## config.mk

```make
export PLATFORM = sky130hd
export DESIGN_NAME = stks_cell
export DESIGN_NICKNAME = d
export VERILOG_FILES = /design/src/streaming_top_k_selector_assert.svh /design/src/stks_pkg.sv /design/src/stks_cell.sv
export SDC_FILE = /design/constraint.sdc
export NUM_CORES = 1
export LEC_CHECK = 0
export BUFFER_PORTS_ARGS = -buffer_cell sky130_fd_sc_hd__buf_2
export CAP_MARGIN = 40
export CORE_MARGIN = 2
export CORE_UTILIZATION = 37
export CTS_BUF_LIST = sky130_fd_sc_hd__clkbuf_8 sky130_fd_sc_hd__clkbuf_16
export CTS_CLUSTER_SIZE = 25
export DETAILED_ROUTE_END_ITERATION = 10
export PLACE_DENSITY = 0.76
export REMOVE_ABC_BUFFERS = 1
export SLEW_MARGIN = 25
export SYNTH_ARGS = -nofsm -noshare
export SYNTH_HDL_FRONTEND = slang
export SYNTH_SLANG_ARGS = --single-unit
```

## constraint.sdc

```tcl
create_clock -name clk -period 5.6 [get_ports clk]
set_input_delay 0.28 -clock clk [delete_from_list [all_inputs] [get_ports clk]]
set_output_delay 0.28 -clock clk [all_outputs]
set_load 0.05 [all_outputs]
```

## src/streaming_top_k_selector_assert.svh

```systemverilog
// Assertion macros for the top-k selector. Each expects clk and rst_n in scope.
`ifndef STREAMING_TOP_K_SELECTOR_ASSERT_SVH
`define STREAMING_TOP_K_SELECTOR_ASSERT_SVH

`ifndef SYNTH
`define STKS_ASSERT_SAME(label, ante, cons) \
  label: assert property (@(posedge clk) disable iff (!rst_n) (ante) |-> (cons)) \
    else $error("top-k selector check failed");
`define STKS_ASSERT_NEXT(label, ante, cons) \
  label: assert property (@(posedge clk) disable iff (!rst_n) (ante) |=> (cons)) \
    else $error("top-k selector check failed");
`else
`define STKS_ASSERT_SAME(label, ante, cons)
`define STKS_ASSERT_NEXT(label, ante, cons)
`endif

`endif

```

## src/stks_pkg.sv

```systemverilog
package stks_pkg;

  localparam int SCORE_W      = 16;
  localparam int ID_W         = 31;
  localparam int KC_W         = 5;
  localparam int MAX_KEEP_DEF = 16;
  localparam logic [KC_W-1:0] KEEP_RESET = 5'd8;

  typedef struct packed {
    logic signed [SCORE_W-1:0] score;
    logic [ID_W-1:0]           id;
  } entry_t;

  // What the chain does this cycle
  typedef enum logic [1:0] {
    MODE_IDLE    = 2'd0,
    MODE_INSERT  = 2'd1,
    MODE_REPLACE = 2'd2,
    MODE_DRAIN   = 2'd3
  } mode_t;

  typedef struct packed {
    mode_t mode;
    logic  occ;      // cell holds a live entry
    logic  at_tail;  // first free cell
  } cell_ctrl_t;

  // true when a orders below b by (score, id)
  function automatic logic lower_than(input entry_t a, input entry_t b);
    logic res;
    if (a.score != b.score) begin
      res = ($signed(a.score) < $signed(b.score));
    end else begin
      res = (a.id < b.id);
    end
    return res;
  endfunction

endpackage

```

## src/stks_cell.sv

```systemverilog
module stks_cell import stks_pkg::*; (
  input  logic       clk,
  input  cell_ctrl_t ctrl,
  input  entry_t     cand,
  input  entry_t     lo_e,
  input  logic       lo_ab,
  input  entry_t     hi_e,
  input  logic       hi_lt,
  output entry_t     e,
  output logic       ab,
  output logic       lt
);

  entry_t e_r, e_nxt;
  logic   cand_below;

  assign cand_below = lower_than(cand, e_r);
  // ab: candidate sorts below this entry, lt: entry sorts at or below candidate
  assign ab = ctrl.occ & cand_below;
  assign lt = ctrl.occ & ~cand_below;
  assign e  = e_r;

  always_comb begin
    e_nxt = e_r;
    unique case (ctrl.mode)
      MODE_INSERT: begin
        if (lo_ab) begin
          e_nxt = lo_e;
        end else if (ab || ctrl.at_tail) begin
          e_nxt = cand;
        end
      end
      MODE_REPLACE: begin
        // head drops out, lower entries slide down, candidate lands in the gap
        if (hi_lt) begin
          e_nxt = hi_e;
        end else if (lt) begin
          e_nxt = cand;
        end
      end
      MODE_DRAIN: e_nxt = hi_e;
      MODE_IDLE:  e_nxt = e_r;
      default:    e_nxt = e_r;
    endcase
  end

  always_ff @(posedge clk) begin
    e_r <= e_nxt;
  end

endmodule

```

==> impl_metrics.csv, run 1 <==
group,metric,value,unit
grt,number_of_antenna_violations_at_the_first_check_in_global_routing,0,
floorplanning,std_cell_rows,38,
final_layout,syn2layout_area_growth,31.3,%
sta,final.min_clock_period,3260,ps
worst_setup_path,criticalPathCategory,"flop to flop",
clock_network,cts_repair_resize_count,0,
worst_setup_path,critPathLaunchType,"flop",
routing,route.met2.wl,5790,um
worst_setup_path,critical_path_buf_inv_count,2,
yosys,synth.yosys.warnings,0,
routing,vias,4264,
min_path,hold_class,"primary input to flop",
power_and_ir_drop,powerDensity,231,nW/um^2
clock_network,cts_root_buf,"sky130_fd_sc_hd__clkbuf_8",
clock_network,clkSlewWorstSetupHoldPaths,100,ps
sta,timing_worst_slew_pin_value,622,ps
floorplanning,boundaryPins,197,
routing,detail_route.vias_per_cell,5.29,
worst_setup_path,crit_family,"simple AND/OR/NAND/NOR gates",
floorplanning,start_util,37.6,%
clock_network,cts-buffers-inserted,5,
final_layout,fillerInstances,1046,
worst_setup_path,critical_path.max_fanout,26,
worst_setup_path,cp_data_arrival_time,3310,ps
sta,final.setup_skew,11.5,ps
placement,placement.io_buffers,196,
grt,overflow,0,
sta,fin_worst_hold_slack,356,ps
worst_setup_path,crit_path_max_incr_delay,610,ps
final_layout,final_cell_count_no_fill,806,
placement,placedCellCount,796,
grt,grt_first_pass_wirelength,18700,um
sta,worst_slew_margin_rel,58.4,%
final_layout,finish.net_count,859,
sta,rsz_0062_raised_after_global_routing,"false",
worst_setup_path,crit_path_top_delay_cell,"sky130_fd_sc_hd__a311o_2",
sta,hold_violation_count_in_the_final_report,0,
yosys,synth-seq-area-share,34.9,%
power_and_ir_drop,leakage,2.58,nW
routing,wl,11900,um
routing,detail_route.wl_per_cell,14.8,um
sta,max_slew_vio_count,0,
floorplanning,placeableCoreArea,10700,um^2
floorplanning,design.die.area,11800,um^2
grt,maximum_number_of_pins_on_one_net_before_global_route_repair,93,
yosys,synth.lib_cells_used.distinct,33,
floorplanning,chipWidth,109,um
clock_network,clock_latency,300,ps
yosys,synth_top_area_cell,"sky130_fd_sc_hd__edfxtp_1",
clock_network,cts-root-to-sink-buffers,2,
clock_network,cts_tree,"yes",
floorplanning,die_height,109,um
power_and_ir_drop,p_total,0.00123,W
outcome,outcome,"completed",
grt,grt.total_usage,19.9,%
clock_network,postCtsHoldBufs,0,
yosys,postSynthAreaPerCell,8.35,um^2
routing,drt.antenna.violating_nets,0,
routing,drt_first_pass_iters,4,
routing,met3RoutedLength,808,um
sta,highest_clock_frequency_the_design_can_meet,306,MHz
routing,wl_met1,5220,um
final_layout,antennaDiodeCount,0,
placement,dp.final_hpwl,9210,um
power_and_ir_drop,irDropWorstVdd,103,uV
yosys,synth_area_leaders,"sky130_fd_sc_hd__edfxtp_1 35%, sky130_fd_sc_hd__ha_1 14%, sky130_fd_sc_hd__nand2_1 9.5%, sky130_fd_sc_hd__a211oi_1 8.4%, sky130_fd_sc_hd__a31oi_1 7.4%",
routing,drt_iter0_markers,266,
grt,number_of_global_route_vias_before_repair,4076,
routing,dr.max_layer_used,"met4",
clock_network,postCtsSetupRepairBufs,0,
clock_network,htreeDepth,2,
placement,final_wtd_congestion,0.819,
worst_setup_path,path_cells,"inv_1, ha_1, nand4_1, nor4_1, and3_1, nand4b_1, a311o_1, and2_4, a311o_2, buf_12",
yosys,mappedNetlistArea,4040,um^2
yosys,synth-seq-cells,47,
final_layout,most_common_cell_after_layout_fill_and_taps_aside,"sky130_fd_sc_hd__buf_2",
yosys,synth.top_cell.area_share,34.9,%
run,maximum_capacitance_violations,0,
sta,setup_viol,0,
sta,layout_worst_path_cycle_share,58.3,%
clock_network,numClockSinks,47,
final_layout,number_of_flip_flops_in_the_largest_register,47,
sta,setup-tns-final,0,ps
final_layout,layout_common_cells,"196 x sky130_fd_sc_hd__buf_2, 102 x sky130_fd_sc_hd__nand2_1, 49 x sky130_fd_sc_hd__inv_1",
final_layout,layout-drive-gt1-share,32.4,%
worst_setup_path,crit_path_end_kind,"flop",
worst_setup_path,timing.critical_path.required,5650,ps
routing,route.detailed.drc,0,
yosys,mapped_cells,484,
[synth_stat cells]
library cell	instances
sky130_fd_sc_hd__or2_2	1
sky130_fd_sc_hd__nand3_1	4
sky130_fd_sc_hd__nand2_1	102
sky130_fd_sc_hd__o22ai_1	2
sky130_fd_sc_hd__a22oi_1	1
sky130_fd_sc_hd__nor4_2	1
sky130_fd_sc_hd__inv_1	48
sky130_fd_sc_hd__nor4_1	2
sky130_fd_sc_hd__nor2_1	6
sky130_fd_sc_hd__nand2b_1	2
sky130_fd_sc_hd__a31o_1	1
sky130_fd_sc_hd__a31oi_1	48
sky130_fd_sc_hd__ha_1	46
sky130_fd_sc_hd__o21ai_0	6
sky130_fd_sc_hd__a311o_1	2
sky130_fd_sc_hd__a211oi_1	45
sky130_fd_sc_hd__nand4_1	9
sky130_fd_sc_hd__and4_1	1
sky130_fd_sc_hd__mux2_2	1
sky130_fd_sc_hd__nor3_1	1
sky130_fd_sc_hd__and2b_2	1
sky130_fd_sc_hd__and2_4	1
sky130_fd_sc_hd__clkbuf_1	29
sky130_fd_sc_hd__a21o_1	5
sky130_fd_sc_hd__a221o_1	1
sky130_fd_sc_hd__nor2b_1	47
sky130_fd_sc_hd__nand4b_1	1
sky130_fd_sc_hd__a211o_1	2
sky130_fd_sc_hd__and3_2	1
sky130_fd_sc_hd__edfxtp_1	47
sky130_fd_sc_hd__and3_1	2
sky130_fd_sc_hd__o211ai_1	1
sky130_fd_sc_hd__a21oi_1	17
[report_power, final]
part	leakage (nW)	internal, W	total [W]	switching, W
clock network	0.0444	0.0000839	0.000203	0.000119
registers	0.472	0.000449	0.000472	0.0000235
logic	2.06	0.000181	0.000553	0.000372
[per-stage QoR]
step / instance area, um^2 / worst slack [ps] / util, %
2_1_floorplan: 3930 / 1710 / -
3_3_place_gp: 5110 / 2230 / 47.6
3_5_place_dp: 5190 / 2350 / 48.3
4_1_cts: 5270 / 2360 / 49.0
5_1_grt: 5310 / 2180 / 49.4
6_report: 5310 / 2340 / 49.4
[path summary, 6_finish.rpt]
kind | startpoint | endpoint | slack [ps] | cells after the start
min | hi_e[26] | e[26]$_DFFE_PP_ | 360 | 3
max | e[37]$_DFFE_PP_ | e[6]$_DFFE_PP_ | 2340 | 10
min reg2reg | e[30]$_DFFE_PP_ | e[35]$_DFFE_PP_ | 1750 | 6
max reg2reg | e[37]$_DFFE_PP_ | e[6]$_DFFE_PP_ | 2340 | 10
[worst min-delay path: stages]
cell and delay, ps:
sky130_fd_sc_hd__buf_2 70, sky130_fd_sc_hd__nand2_1 40, sky130_fd_sc_hd__a31oi_1 150
[cell type report]
cell class / instances / area [um^2] / area share, %
multi-input combinational: 360 / 2350 / 44.3
sequential: 47 / 1410 / 26.6
timing repair buffer: 203 / 1110 / 20.9
inverter: 48 / 180 / 3.39
tap: 140 / 175 / 3.30
clock buffer: 5 / 68.8 / 1.30
clock inverter: 3 / 11.3 / 0.212
[per-layer routing]
layer | global-route usage (%) | up-vias
met1 | 24.7 | 1975
met5 | 0 | -
met4 | 4.03 | 0
met2 | 36.0 | 166
li1 | - | 2111
met3 | 3.56 | 12
[cells by family (layout without fill, tap and decap cells)]
group	after synthesis	count (layout)	share of synthesized area (%)
and+or+nand+nor	182	182	21.8
AOI/OAI and AO/OA	131	131	21.6
adders and majority gates	46	46	14.2
DFF	47	47	34.9
muxes	1	1	0.279
buffers and inverters	77	259	7.15
Note: power is estimated with default switching activity, not from simulation.
==> run 2: changes to the inputs <==
Clock period 5.6 ns to 3.3 ns, I/O delays scaled along.
==> run 2 against run 1 <==
Against the previous run: design area decreased by 0.26%; non-clock buffer count grew 2; setup slack worse by 2000 ps; clock skew fell by 2.5 ps; largest power group unchanged; worst hold slack lost 120 ps; die area is the same.
==> impl_metrics.csv, run 2 (synthesis results as in run 1) <==
group,metric,value,unit
outcome,outcome,"completed",
placement,placement.io_buffers,196,
floorplanning,std_cell_rows,38,
final_layout,layout-drive-gt1-share,32.8,%
routing,detail_route.wl_per_cell,14.4,um
final_layout,fillerInstances,1047,
min_path,hold_class,"primary input to flop",
placement,dp.final_hpwl,9170,um
clock_network,clock_latency,300,ps
clock_network,clkSlewWorstSetupHoldPaths,90,ps
grt,maximum_number_of_pins_on_one_net_before_global_route_repair,59,
grt,grt.total_usage,18.9,%
routing,drt_first_pass_iters,5,
routing,drt_iter0_markers,302,
final_layout,multi_input_area,2350,um^2
clock_network,postCtsSetupRepairBufs,0,
routing,detail_route.vias_per_cell,5.26,
power_and_ir_drop,netSwitchingFraction,41.6,%
worst_setup_path,timing.critical_path.required,3130,ps
final_layout,most_common_cell_after_layout_fill_and_taps_aside,"sky130_fd_sc_hd__buf_2",
sta,rsz_0062_raised_after_global_routing,"false",
worst_setup_path,critical_path.max_fanout,3,
floorplanning,placeableCoreArea,10700,um^2
grt,overflow,0,
final_layout,finish.net_count,861,
final_layout,layout_common_cells,"196 x sky130_fd_sc_hd__buf_2, 102 x sky130_fd_sc_hd__nand2_1, 48 x sky130_fd_sc_hd__inv_1, 48 x sky130_fd_sc_hd__a31oi_1",
placement,placedCellCount,799,
final_layout,number_of_flip_flops_in_the_largest_register,47,
sta,timing_worst_slew_pin_value,587,ps
clock_network,htreeDepth,2,
grt,grt_util_met3,3.92,%
final_layout,register_area,1410,um^2
clock_network,cts_repair_resize_count,0,
worst_setup_path,worst_r2r_start,"e[12]$_DFFE_PP_",
worst_setup_path,crit_path_end_kind,"output port",
power_and_ir_drop,leakage,2.57,nW
worst_setup_path,worstRegToRegCells,10,
worst_setup_path,criticalPathCategory,"flop to output port",
routing,wl,11600,um
sta,hold_violation_count_in_the_final_report,0,
routing,drt.antenna.violating_nets,0,
power_and_ir_drop,netSwitchingPower,0.000865,W
final_layout,final_cell_count_no_fill,808,
sta,worst_slew_margin_rel,60.8,%
routing,route.detailed.drc,0,
floorplanning,die_height,109,um
grt,number_of_antenna_violations_at_the_first_check_in_global_routing,0,
grt,number_of_global_route_vias_before_repair,3941,
clock_network,postCtsHoldBufs,0,
run,maximum_capacitance_violations,0,
worst_setup_path,r2r_slack,360,ps
power_and_ir_drop,cellInternalPower,0.00121,W
sta,max_slew_vio_count,0,
sta,layout_worst_path_cycle_share,90.4,%
final_layout,postLayoutCoreUtil,49.3,%
worst_setup_path,critPathLaunchType,"flop",
floorplanning,design.die.area,11800,um^2
grt,grt.busiest_layer,"met2",
clock_network,numClockSinks,47,
power_and_ir_drop,powerDensity,392,nW/um^2
clock_network,cts_root_buf,"sky130_fd_sc_hd__clkbuf_8",
final_layout,antennaDiodeCount,0,
worst_setup_path,cp_data_arrival_time,2820,ps
floorplanning,chipWidth,109,um
min_path,holdPathStages,3,
power_and_ir_drop,pwr-share-clk,16.3,%
floorplanning,start_util,37.6,%
power_and_ir_drop,combinationalPowerShare,45.1,%
clock_network,cts_tree,"yes",
floorplanning,boundaryPins,197,
sta,setup_viol,0,
final_layout,syn2layout_area_growth,31.0,%
grt,grt_first_pass_wirelength,17800,um
grt,gr-usage-met1,23.2,%
clock_network,cts-buffers-inserted,5,
sta,final.min_clock_period,2980,ps
placement,final_wtd_congestion,0.824,
clock_network,cts-root-to-sink-buffers,2,
worst_setup_path,timing.rr.end,"e[3]$_DFFE_PP_",
min_path,whs_endpoint,"e[22]$_DFFE_PP_",
power_and_ir_drop,p_seq_share,38.5,%
sta,highest_clock_frequency_the_design_can_meet,335,MHz
min_path,worstHoldStart,"hi_e[22]",
power_and_ir_drop,irDropWorstVdd,179,uV
grt,grt_util_met2,33.5,%
routing,vias,4251,
sta,final.setup_skew,9.01,ps
[run 2: worst max path at each step]
stage                               start              end  depth (start not counted)
after detailed placement  e[12]$_DFFE_PP_  e[21]$_DFFE_PP_                         10
after global routing      e[10]$_DFFE_PP_               ab                         10
final                     e[12]$_DFFE_PP_               ab                         10
after floorplan           e[12]$_DFFE_PP_   e[0]$_DFFE_PP_                          9
after global placement    e[12]$_DFFE_PP_  e[16]$_DFFE_PP_                         10
after CTS                 e[12]$_DFFE_PP_               ab                         10
[run 2: metal layers]
metal | vias up | part of all wire [%]
met5 | - | 0
met4 | 0 | 1.6
met3 | 17 | 7.6
met2 | 183 | 46
met1 | 1934 | 44
li1 | 2117 | -
[run 2: area by class of cell]
type / count / area share, %
Inverter: 48 / 3.40
Clock inverter: 3 / 0.284
Sequential cell: 47 / 26.7
Timing Repair Buffer: 205 / 20.7
Tap cell: 140 / 3.31
Multi-Input combinational cell: 360 / 44.4
Clock buffer: 5 / 1.30
[run 2: power by group through the flow]
stage | clock network, W | registers (W) | logic [W]
CTS | 0.000356 | 0.000802 | 0.000937
global route | 0.000373 | 0.000810 | 0.00102
floorplan | 0 | 0.00109 | 0.000335
detailed placement | 0 | 0.000815 | 0.000933
global placement | 0 | 0.000812 | 0.000906
finish | 0.000339 | 0.000801 | 0.000938
[run 2: through the flow]
| step | TNS (ps) | area (um^2) | power (W) | hold WS [ps] | setup slack, ps |
|---|---|---|---|---|---|
| CTS | 0 | 5270 | 0.00209 | 222 | 285 |
| floorplan | -27800 | 3930 | 0.00142 | 379 | -592 |
| global route | 0 | 5290 | 0.00221 | 240 | 173 |
| finish | 0 | 5290 | 0.00208 | 236 | 317 |
| detailed placement | 0 | 5190 | 0.00175 | 543 | 361 |
| global placement | 0 | 5160 | 0.00172 | 549 | 381 |
[run 2: critical path: stages (launching register included)]
cell                       delay, ps
sky130_fd_sc_hd__edfxtp_1        400
sky130_fd_sc_hd__inv_1            70
sky130_fd_sc_hd__ha_1            230
sky130_fd_sc_hd__a21o_1          150
sky130_fd_sc_hd__a21o_1          180
sky130_fd_sc_hd__a221o_1         340
sky130_fd_sc_hd__a31o_1          210
sky130_fd_sc_hd__a311o_1         310
sky130_fd_sc_hd__and2_4          170
sky130_fd_sc_hd__and2b_2         190
sky130_fd_sc_hd__buf_2           270
